===== src/rtl/rsg_pkg.sv =====
// types and constants shared by the register scrub guard
package rsg_pkg;

  localparam int OP_W     = 3;
  localparam int IDX_W    = 7;
  localparam int ADDR_W   = 16;
  localparam int DATA_W   = 16;
  localparam int CLS_W    = 2;
  localparam int ACT_W    = 2;
  localparam int CNT_W    = 32;
  localparam int REP_W    = 4;
  localparam int ECNT_W   = 8;
  localparam int CFG_IDX_W  = 2;
  localparam int CFG_DATA_W = 16;

  typedef enum logic [OP_W-1:0] {
    OP_ADD      = 3'd0,
    OP_SNAPSHOT = 3'd1,
    OP_VERIFY   = 3'd2,
    OP_HIDDEN   = 3'd3,
    OP_OUTCOME  = 3'd4
  } op_e;

  localparam logic [CLS_W-1:0] CLS_RESTORE    = 2'd0;
  localparam logic [CLS_W-1:0] CLS_OR_RESTORE = 2'd1;
  localparam logic [CLS_W-1:0] CLS_MONITOR    = 2'd2;

  localparam logic [ACT_W-1:0] ACT_NONE    = 2'd0;
  localparam logic [ACT_W-1:0] ACT_RESTORE = 2'd1;
  localparam logic [ACT_W-1:0] ACT_SET     = 2'd2;

  localparam logic [CFG_IDX_W-1:0] CFG_MON_LIMIT = 2'd0;
  localparam logic [CFG_IDX_W-1:0] CFG_HID_LIMIT = 2'd1;
  localparam logic [CFG_IDX_W-1:0] CFG_HID_MASK  = 2'd2;

  localparam logic [REP_W-1:0]  MON_LIMIT_RST = 4'd4;
  localparam logic [REP_W-1:0]  HID_LIMIT_RST = 4'd8;
  localparam logic [DATA_W-1:0] HID_MASK_RST  = 16'h000F;

  typedef struct packed {
    logic [OP_W-1:0]   operation;
    logic [IDX_W-1:0]  index;
    logic [ADDR_W-1:0] register_address;
    logic [CLS_W-1:0]  entry_class;
    logic [ADDR_W-1:0] set_address;
    logic [DATA_W-1:0] read_value;
    logic [DATA_W-1:0] raw_value;
    logic              write_ok;
  } item_t;

  typedef struct packed {
    logic [ADDR_W-1:0] reg_addr;
    logic [ADDR_W-1:0] set_addr;
    logic [CLS_W-1:0]  cls;
    logic [DATA_W-1:0] snap;
    logic [CNT_W-1:0]  changes;
    logic [REP_W-1:0]  reports;
  } entry_t;

  typedef struct packed {
    logic [CNT_W-1:0] heals;
    logic [CNT_W-1:0] monitor;
    logic [CNT_W-1:0] hidden;
    logic [REP_W-1:0] hid_reports;
  } tot_t;

  typedef struct packed {
    logic [REP_W-1:0]  mon_limit;
    logic [REP_W-1:0]  hid_limit;
    logic [DATA_W-1:0] hid_mask;
  } cfg_t;

  typedef struct packed {
    logic              deviated;
    logic [ACT_W-1:0]  action;
    logic [ADDR_W-1:0] write_address;
    logic [DATA_W-1:0] write_data;
    logic              report;
    logic [DATA_W-1:0] old_value;
    logic              hidden_detected;
    logic [CNT_W-1:0]  change_count;
  } res_t;

  typedef struct packed {
    logic wr_en;
    logic add_done;
  } upd_t;

endpackage


===== src/rtl/rsg_datapath.sv =====
// per-item update of one table entry and the running totals
module rsg_datapath import rsg_pkg::*; (
  input  item_t  item_i,
  input  entry_t entry_i,
  input  logic   entry_ok_i,
  input  logic   add_ok_i,
  input  tot_t   tot_i,
  input  cfg_t   cfg_i,
  output entry_t entry_o,
  output tot_t   tot_o,
  output res_t   res_o,
  output upd_t   upd_o
);

  logic hit;

  assign hit = |(item_i.raw_value & cfg_i.hid_mask & ~item_i.read_value);

  always_comb begin
    entry_o = entry_i;
    tot_o   = tot_i;
    res_o   = '0;
    upd_o   = '0;
    case (op_e'(item_i.operation))
      OP_ADD: begin
        if (add_ok_i) begin
          upd_o.wr_en      = 1'b1;
          upd_o.add_done   = 1'b1;
          entry_o.reg_addr = item_i.register_address;
          entry_o.set_addr = item_i.set_address;
          entry_o.cls      = item_i.entry_class;
          entry_o.changes  = '0;
          entry_o.reports  = '0;
        end
      end
      OP_SNAPSHOT: begin
        if (entry_ok_i) begin
          upd_o.wr_en        = 1'b1;
          res_o.old_value    = entry_i.snap;
          res_o.change_count = entry_i.changes;
          entry_o.snap       = item_i.read_value;
        end
      end
      OP_VERIFY: begin
        if (entry_ok_i) begin
          res_o.old_value    = entry_i.snap;
          res_o.change_count = entry_i.changes;
          if (item_i.read_value != entry_i.snap) begin
            upd_o.wr_en        = 1'b1;
            res_o.deviated     = 1'b1;
            entry_o.changes    = entry_i.changes + 32'd1;
            res_o.change_count = entry_i.changes + 32'd1;
            case (entry_i.cls)
              CLS_RESTORE: begin
                res_o.action        = ACT_RESTORE;
                res_o.write_address = entry_i.reg_addr;
                res_o.write_data    = entry_i.snap;
                res_o.report        = 1'b1;
              end
              CLS_OR_RESTORE: begin
                res_o.action        = ACT_SET;
                res_o.write_address = entry_i.set_addr;
                res_o.write_data    = entry_i.snap & ~item_i.read_value;
                res_o.report        = 1'b1;
              end
              CLS_MONITOR: begin
                tot_o.monitor = tot_i.monitor + 32'd1;
                if (entry_i.reports < cfg_i.mon_limit) begin
                  entry_o.reports = entry_i.reports + 4'd1;
                  res_o.report    = 1'b1;
                end
                entry_o.snap = item_i.read_value;
              end
              default: ;
            endcase
          end
        end
      end
      OP_HIDDEN: begin
        if (hit) begin
          res_o.hidden_detected = 1'b1;
          tot_o.hidden          = tot_i.hidden + 32'd1;
          if (tot_i.hid_reports < cfg_i.hid_limit) begin
            tot_o.hid_reports = tot_i.hid_reports + 4'd1;
            res_o.report      = 1'b1;
          end
        end
      end
      OP_OUTCOME: begin
        if (entry_ok_i) begin
          res_o.old_value    = entry_i.snap;
          res_o.change_count = entry_i.changes;
          if (entry_i.cls == CLS_RESTORE || entry_i.cls == CLS_OR_RESTORE) begin
            if (item_i.write_ok &&
                (entry_i.cls == CLS_OR_RESTORE || item_i.read_value == entry_i.snap)) begin
              tot_o.heals = tot_i.heals + 32'd1;
            end else begin
              res_o.report = 1'b1;
            end
          end
        end
      end
      default: ;
    endcase
  end

endmodule


===== config.mk =====
export PLATFORM = sky130hd
export DESIGN_NAME = rsg_datapath
export DESIGN_NICKNAME = d
export VERILOG_FILES = /design/src/rtl/rsg_pkg.sv /design/src/rtl/rsg_datapath.sv
export SDC_FILE = /design/constraint.sdc
export NUM_CORES = 1
export LEC_CHECK = 0
export BUFFER_PORTS_ARGS = -buffer_cell sky130_fd_sc_hd__buf_2
export CORE_AREA = 4 4 217 219
export DETAILED_ROUTE_END_ITERATION = 6
export DIE_AREA = 0 0 221 223
export MAX_ROUTING_LAYER = met4
export PLACE_DENSITY_LB_ADDON = 0.2
export SLEW_MARGIN = 20
export SYNTH_ARGS = -nofsm -noshare
export SYNTH_HDL_FRONTEND = slang
export SYNTH_SLANG_ARGS = --single-unit

===== constraint.sdc =====
create_clock -name vclk -period 2.85
set_input_delay 0.4275 -clock vclk [all_inputs]
set_output_delay 0.4275 -clock vclk [all_outputs]
set_load 0.005 [all_outputs]

After elaboration in Yosys (flattened, before gate mapping)
Index checks and enable logic that the tools add are counted.

Bits of input ports: 289. Bits in registers: 0. Output and inout port bits: 273.

Reductions and logical operators: 8. Magnitude comparators: 2. Equality and inequality tests: 8. Add/subtract/negate cells: 6. Bitwise logic cells: 4. Multiplexer cells: 48.

Operators with widths (count): 2-to-1 mux 32 bit (11); 2-to-1 mux 52 bit (3); 2-to-1 mux 36 bit (4); adder 32 x 1 -> 32 bit (second input constant) (4); one-hot mux 36 bit (2 select lines) (1); 2-to-1 mux 34 bit (2); one-hot mux 34 bit (2 select lines) (1); one-hot mux 32 bit (2 select lines) (1); AND 16 bit (3); 2-to-1 mux 16 bit (3); one-hot mux 16 bit (3 select lines) (1); 2-to-1 mux 35 bit (1); one-hot mux 16 bit (2 select lines) (1); 2-to-1 mux 17 bit (1); == test 16 bit (1); inequality test 16 bit (1); inverter 16 bit (1); OR reduction 16 bit (1); 2-to-1 mux 4 bit (3); 2-to-1 mux 1 bit (11); adder 4 x 1 -> 4 bit (second input constant) (2); < comparator 4 bit (2); == test 3 x 2 -> 1 bit (second input constant) (2); one-hot mux 1 bit (3 select lines) (2); other kinds (11) (13).

Logic depth before layout (Yosys ltp)
Gate-level depths: netlist (run 1).

Word-level depth: 7. Depth in mapped cells: 10. Depth with buffers taken out: 8.

Worst setup path after synthesis (run 1)
Ideal clock, no wire load.

Path type: input-to-output. Start point: input port item_i[31] (netlist name). End point: output port entry_o[34] (netlist name). Cell stages on the path: 10. Arrival: 2.298 ns. Path buffers: 3. Data required time: 2.423 ns. Slack: 0.125 ns. Cell sequence: inv_1 > ha_1 > nand4_1 > or4_1 > clkbuf_1 > buf_2 > buf_2 > nand4_1 > mux2i_1 > a21o_1.

RTL lines: start, declared (RTL line rsg_datapath.sv:3) `input item_t item_i,`; end, declared (RTL line rsg_datapath.sv:9) `output entry_t entry_o,`.

==> flow_metrics.tcl, run 1 <==
set metrics [dict create \
    fin_crit_sh_pct 107 \
    grt_max_degree 52 \
    cp.arrival_ns 2.63 \
    initial_utilization_pct 12.7 \
    dp_hpwl_um 34700 \
    hold_viol 0 \
    cp-end-kind "output port" \
    fin_ws_ns -0.211 \
    synth_top_area_share_pct 13.2 \
    ys_warn_count 0 \
    worstSetupPathType "in2out" \
    yosysTopAreaCell "nand2_1" \
    yosysUniqueCellTypes 63 \
    path_buf_inv 8 \
    ys_seq_area_share_pct 0 \
    synth_cells 927 \
    grt_usage_pct 16.5 \
    antenna_left 0 \
    yosysMostFrequentCell "nand2_1" \
    fmax_ghz 0.327 \
    drt_wl_total_um 43200 \
    crit_required_ns 2.42 \
    outcome "complete, but fails checks" \
    via_per_inst 4.48 \
    grt_remaining_overflow 0 \
    leakagePower_nw 6.09 \
    synth.area.top_cells "nand2_1 13%, xor2_1 10%, ha_1 6.1%" \
    critPathSlowestCell "nor4_4" \
    first_global_vias 9934 \
    grt_pass1_wl_um 62800 \
    slew_headroom_pct 36.5 \
    syn_avg_cell_area_um2 6.17 \
    crit_chain "buf_8, inv_4, ha_4, nand4_1, buf_4, nor4_4, buf_12, buf_8, o2111ai_4, buf_6, nor2_1, xor2_1, buf_4, buf_2" \
    die_w_um 221 \
    critPathMaxStageDelay_ns 0.35 \
    maxCapViolations 0 \
    p_per_area_nw_per_um2 110 \
    synth_common_cells "201 x nand2_1, 65 x xor2_1, 62 x nand3_1, 48 x nor2_1, 41 x nand4_1" \
    syn_nets 1244 \
    core_area_um2 45100 \
    design.seq.count 0 \
    antenna_found_initial 4 \
    finalSetupViolCount 128 \
    crit_family "buffers and inverters" \
    syn-cell-area_um2 5720 \
    areaGrowthSynthToFinish_pct 110 \
    vias 9688 \
    num_rows 78 \
    nNetsFinal 1878 \
    power_w 0.00131 \
    place.port_buffers 555 \
    clkbuf_count 0 \
    die_h_um 223 \
    violations "setup timing" \
    drc_errors 0 \
    register_area_um2 0 \
    slew_violations 0 \
    wire_per_inst_um 20.0 \
    top_level_ports 562 \
    place_congestion 0.947 \
    fp.dieArea_um2 49300 \
    drive_gt1_share_pct 56.8 \
    tightest_slew_ns 0.950 \
    drt_first_pass_iters 5 \
    final.setup.tns_ns -9.36 \
    worst-path-max-fanout 7 \
    drt_iter0_drc 373 \
    hold_path_class "in2out" \
    final.min_clock_period_ns 3.06 \
    rsz0062_at_grt "true" \
    worst_setup_path_start_kind "input port" \
    ir_worst_vdd_mv 0.0439 \
]
==> layer usage <==
layer | vias to the layer above | share of wire [%] | track usage (%)
met1 | 4569 | 41 | 19.6
met5 | - | 0 | -
li1 | 4661 | - | -
met2 | 424 | 50 | 29.4
met4 | 0 | 2.0 | 2.56
met3 | 34 | 6.6 | 3.16
==> final cells by class <==
cell class | instances | area, um^2
well taps | 600 | 751
multi-input cells | 833 | 6720
fillers | 5060 | 33100
repair buffers | 685 | 4350
diodes | 4 | 10.0
inverters | 41 | 164
==> worst min-delay path, cell delays in order <==
cell     delay (ns)
buf_2          0.07
nand2_1        0.04
nand2_1        0.04
buf_2          0.10
==> worst paths after layout <==
check             startpoint           to  slack [ns]  depth (start not counted)
setup / recovery  item_i[28]    tot_o[75]       -0.21                         14
hold / removal    item_i[36]  entry_o[57]        1.11                          4
==> placed cells by master, fill, tap and decap left out, drive strengths merged, types with 13 or more instances in the layout <==
| cell type | instances |
|---|---|
| nand2 | 202 |
| o21ai | 38 |
| nand4 | 43 |
| nor4 | 29 |
| mux2 | 20 |
| nand3 | 64 |
| nor3 | 40 |
| and2 | 21 |
| xnor2 | 32 |
| xor2 | 65 |
| inv | 41 |
| a22o | 32 |
| buf | 684 |
| nand3b | 21 |
| ha | 28 |
| nor2 | 49 |
| and3 | 20 |
| o211ai | 13 |
==> per-stage QoR <==
stage	worst slack [ns]	hold WS [ns]	util, %	cells	cell area, um^2
after detailed placement	-0.420	1.11	21.9	2127	9890
after floorplan	0.125	0.910	-	927	5720
after global placement	-0.446	1.11	21.9	2127	9880
final	-0.211	1.11	26.6	2163	12000
after global routing	-0.355	1.12	26.6	2163	12000
after CTS	-0.261	1.11	25.6	2155	11500
==> repair_timing <==
action                                  CTS  global route
cloned                                   11             0
gates resized for setup                 280           107
pin swaps                                83            61
endpoints found under the setup margin  182           178
setup buffers                            19            12
hold buffers                              0             0
==> report_power, final <==
part,total [W],switching [W],internal [W]
Sequential,0,0,0
Clock,0.000000000188,0,0.000000000188
Combinational,0.00131,0.000701,0.000614
Total,0.00131,0.000701,0.000614
==> logic make-up (layout without fill, tap and decap cells) <==
family | count (synthesis) | count (layout) | synth area share, %
and+or+nand+nor | 536 | 537 | 48.7
AOI/OAI and AO/OA | 146 | 146 | 18.9
xor gates and xnor gates | 97 | 97 | 14.9
buffers and inverters | 95 | 726 | 6.54
adders and majority gates | 28 | 28 | 6.13
muxes | 25 | 25 | 4.82
other | 0 | 4 | 0
(Power assumes the default switching activity.)
==> run 2, diff against run 1 <==
--- a/config.mk
+++ b/config.mk
@@ -9,7 +9,6 @@
 export CORE_AREA = 4 4 217 219
 export DETAILED_ROUTE_END_ITERATION = 6
 export DIE_AREA = 0 0 221 223
-export MAX_ROUTING_LAYER = met4
 export PLACE_DENSITY_LB_ADDON = 0.2
 export SLEW_MARGIN = 20
 export SYNTH_ARGS = -nofsm -noshare
==> flow_metrics.tcl, run 2 (same netlist as run 1, synthesis figures left out) <==
set metrics [dict create \
    hold_path_class "in2out" \
    worstSetupPathType "in2out" \
    ir_worst_vdd_mv 0.0475 \
    finalSetupViolCount 139 \
    pwr-share-clk_pct 0 \
    grt_usage_pct 15.3 \
    crit_required_ns 2.42 \
    drt_wl_total_um 42700 \
    grt_remaining_overflow 0 \
    fin_crit_sh_pct 106 \
    final_common_cell "buf_2" \
    place_inst 2128 \
    antenna_found_initial 4 \
    areaGrowthSynthToFinish_pct 112 \
    num_rows 78 \
    seq_power_share_pct 0 \
    antenna_left 0 \
    first_global_vias 9793 \
    core_area_um2 45100 \
    crit_chain "buf_8, inv_4, ha_4, nand4_1, buf_4, nor4_4, buf_12, buf_12, o2111ai_4, buf_12, nor4_4, xor2_1, buf_2" \
    cp.arrival_ns 2.59 \
    violations "setup timing" \
    p_comb_share_pct 100.0 \
    final.min_clock_period_ns 3.02 \
    nNetsFinal 1877 \
    leakagePower_nw 6.16 \
    fmax_ghz 0.331 \
    fin_cells 2163 \
    power_switching_share_pct 53.2 \
    slew_violations 0 \
    design.seq.count 0 \
    internal_power_w 0.000619 \
    power_switching_w 0.000705 \
    drive_gt1_share_pct 57.3 \
    vias 9774 \
    tightest_slew_ns 0.842 \
    grt_pass1_wl_um 60700 \
    drt_iter0_drc 391 \
    cp-startpoint "item_i[28]" \
    fin_hold_ws_ns 1.11 \
    hold_viol 0 \
    fin_ws_ns -0.172 \
    crit_end "tot_o[89]" \
    final.setup.tns_ns -10.53 \
    die_h_um 223 \
    rsz0062_at_grt "true" \
    outcome "complete, but fails checks" \
    path_common_cell "buf_12" \
    via_per_inst 4.52 \
    slew_headroom_pct 43.7 \
    layout_common_cells "513 x buf_2, 191 x nand2_1, 86 x buf_4" \
    wire_per_inst_um 19.7 \
    place.port_buffers 555 \
    critPathSlowestCell "nor4_4" \
    initial_utilization_pct 12.7 \
    p_per_area_nw_per_um2 109 \
    worst_setup_path_start_kind "input port" \
    critPathMaxStageDelay_ns 0.32 \
    drt_first_pass_iters 4 \
    drc_errors 0 \
    worst-path-max-fanout 7 \
    maxCapViolations 0 \
    grt_max_degree 52 \
    clkbuf_count 0 \
    dp_hpwl_um 34700 \
    register_area_um2 0 \
    place_ws_ns -0.380 \
    place_congestion 0.958 \
    top_level_ports 562 \
    fp.dieArea_um2 49300 \
    die_w_um 221 \
    cp-end-kind "output port" \
]
run 2: metrics by stage:
step                      util, %  power (W)  instance area (um^2)
after floorplan                 -   0.000406                  5720
after global placement       21.9    0.00115                  9890
after detailed placement     21.9    0.00115                  9890
after CTS                    24.4    0.00126                 11000
after global routing         26.9    0.00145                 12100
final                        26.9    0.00132                 12100
run 2: critical path, delay by kind of cell:
kind | cells | cell delay, ns
AOI/OAI and AO/OA | 1 | 0.14
xor gates and xnor gates | 1 | 0.24
adders and majority gates | 1 | 0.25
buffers and inverters | 7 | 0.92
and+or+nand+nor | 3 | 0.60
run 2: repair_timing:
| item | in CTS | in global routing |
|---|---|---|
| pin swaps | 61 | 110 |
| gates cloned | 4 | 7 |
| resized for setup | 199 | 197 |
| buffers inserted | 11 | 13 |
| setup endpoints to repair | 182 | 180 |
| hold buffers | 0 | 0 |
run 2: metal layers:
| metal | global-route usage, % | vias up | wire length [um] |
|---|---|---|---|
| met1 | 18.7 | 4625 | 17400 |
| met5 | 0 | - | 10 |
| met4 | 3.58 | 2 | 1210 |
| met2 | 27.4 | 431 | 21100 |
| met3 | 3.25 | 50 | 2960 |
| li1 | - | 4666 | - |
run 2: worst min path at each step:
| stage | slack [ns] | cells after the start | end | start |
|---|---|---|---|---|
| global route | 1.13 | 3 | tot_o[35] | tot_i[35] |
| finish | 1.11 | 3 | tot_o[67] | tot_i[67] |
| global placement | 1.11 | 4 | entry_o[57] | item_i[36] |
| CTS | 1.11 | 3 | tot_o[99] | tot_i[99] |
| detailed placement | 1.11 | 4 | entry_o[59] | item_i[38] |
| floorplan | 0.91 | 1 | entry_o[17] | entry_i[17] |
run 2: power groups by stage:
stage / combinational (W) / clock, W / sequential [W]
6_report: 0.00132 / 0.000000000200 / 0
5_1_grt: 0.00145 / 0.000000000141 / 0
4_1_cts: 0.00126 / 0 / 0
3_5_place_dp: 0.00115 / 0 / 0
3_3_place_gp: 0.00115 / 0 / 0
2_1_floorplan: 0.000406 / 0 / 0
run 2: final cells by class:
type | count | area, um^2
fill | 5086 | 33000
multi-input combinational | 832 | 6770
timing repair buffer | 685 | 4430
tap | 600 | 751
inverter | 41 | 171
antenna | 5 | 12.5
==> run 3, diff against run 2 <==
--- a/config.mk
+++ b/config.mk
@@ -9,6 +9,7 @@
 export CORE_AREA = 4 4 217 219
 export DETAILED_ROUTE_END_ITERATION = 6
 export DIE_AREA = 0 0 221 223
+export GPL_TIMING_DRIVEN = 0
 export PLACE_DENSITY_LB_ADDON = 0.2
 export SLEW_MARGIN = 20
 export SYNTH_ARGS = -nofsm -noshare
==> flow_metrics.tcl, run 3 (same netlist as run 1, synthesis figures left out) <==
set metrics [dict create \
    outcome "complete, but fails checks" \
    violations "setup timing" \
    hold_path_class "in2out" \
    crit_chain "buf_8, inv_4, ha_4, nand4_1, or4_4, buf_12, buf_12, nand4_1, mux2i_2, a21o_1, buf_2" \
    first_global_vias 9714 \
    grt_usage_pct 16.0 \
    critPathSlowestCell "or4_4" \
    worstSetupPathType "in2out" \
    core_area_um2 45100 \
    layout_common_cells "498 x buf_2, 191 x nand2_1, 69 x buf_6" \
    slew_headroom_pct 43.1 \
    antenna_found_initial 2 \
    register_area_um2 0 \
    design.seq.count 0 \
    num_rows 78 \
    hold_buffers 0 \
    dp_hpwl_um 35500 \
    top_level_ports 562 \
    nNetsFinal 1864 \
    vias 9796 \
    grt_max_degree 12 \
    place_inst 2074 \
    critPathMaxStageDelay_ns 0.68 \
    hold_viol 0 \
    rsz0062_at_grt "true" \
    fmax_ghz 0.321 \
    worst-path-max-fanout 7 \
    grt_remaining_overflow 0 \
    initial_utilization_pct 12.7 \
    fin_cells 2147 \
    finalSetupViolCount 165 \
    fin_hold_ws_ns 1.11 \
    drive_gt1_share_pct 54.2 \
    fin_ws_ns -0.261 \
    drt_iter0_drc 522 \
    final.min_clock_period_ns 3.11 \
    tightest_slew_ns 0.853 \
    cp.arrival_ns 2.68 \
    power_w 0.00131 \
    die_w_um 221 \
    place_congestion 0.954 \
    final_common_cell "buf_2" \
    leakagePower_nw 5.93 \
    fin_crit_sh_pct 109 \
    die_h_um 223 \
    cp-end-kind "output port" \
    crit_required_ns 2.42 \
    grt_pass1_wl_um 63000 \
    drt_first_pass_iters 5 \
    ir_worst_vdd_mv 0.0496 \
    post_dp_cell_area_um2 9220 \
    wire_per_inst_um 20.1 \
    design_area_um2 11900 \
    worst_setup_path_start_kind "input port" \
    slew_violations 0 \
    p_per_area_nw_per_um2 110 \
    drt_wl_total_um 43200 \
    place.port_buffers 546 \
    maxCapViolations 0 \
    via_per_inst 4.56 \
    clkbuf_count 0 \
    drc_errors 0 \
    fp.dieArea_um2 49300 \
    areaGrowthSynthToFinish_pct 107 \
    antenna_left 0 \
]
-- run 3: changes by cell type in the layout (fill, tap and decap cells not counted), moves of 5 or more --
cell / delta
buf_12: -5
buf_2: -15
buf_4: -50
buf_6: +12
buf_8: +16
clkbuf_1: +11
clkbuf_2: +13
inv_4: +8
nand3_1: +7
nor2_1: +7
o21ai_0: +9
o21ai_2: -9
o41ai_1: +5
o41ai_2: -5
-- run 3: final cells by class --
| class | count | area (um^2) |
|---|---|---|
| buffer | 49 | 390 |
| timing repair buffer | 623 | 3950 |
| inverter | 41 | 188 |
| multi-input combinational | 832 | 6580 |
| fill | 5097 | 33200 |
| antenna | 2 | 5.00 |
| tap | 600 | 751 |
-- run 3: metal layers --
metal  vias up  part of all wire (%)  track usage, %
met5         -                 0.016               0
met4         2                   2.1            3.12
met3        46                   6.7            3.22
met2       440                    49            28.7
met1      4658                    42            20.0
li1       4650                     -               -
-- run 3: what timing repair did --
item,CTS,global route
pin swaps,101,60
gates cloned,10,0
hold endpoints to repair,0,0
setup buffers,47,25
endpoints found under the setup margin,263,215
resized for setup,354,119
-- run 3: power breakdown --
part	leakage, nW	internal (W)	switching (W)	total [W]
Clock	0.0000127	0.0000000000944	0	0.0000000000944
Sequential	0	0	0	0
Combinational	5.93	0.000604	0.000704	0.00131
-- run 3: metrics by stage --
| step | setup WS [ns] | util [%] | setup TNS [ns] |
|---|---|---|---|
| 2_1_floorplan | 0.125 | - | 0 |
| 3_3_place_gp | -1.60 | 20.4 | -190.86 |
| 3_5_place_dp | -1.26 | 20.4 | -165.00 |
| 4_1_cts | -0.226 | 24.9 | -17.52 |
| 5_1_grt | -0.312 | 26.3 | -29.77 |
| 6_report | -0.261 | 26.3 | -16.77 |
-- run 3: critical path: cells and delay by family --
family,cells,cell delay [ns]
AOI/OAI and AO/OA,1,0.12
adders and majority gates,1,0.24
buffers and inverters,5,0.55
muxes,1,0.32
and+or+nand+nor,3,0.99
-- run 3: path summary, 6_finish.rpt --
check | cells past startpoint | slack (ns) | startpoint | endpoint
max | 11 | -0.26 | item_i[27] | entry_o[35]
min | 4 | 1.11 | item_i[38] | entry_o[59]
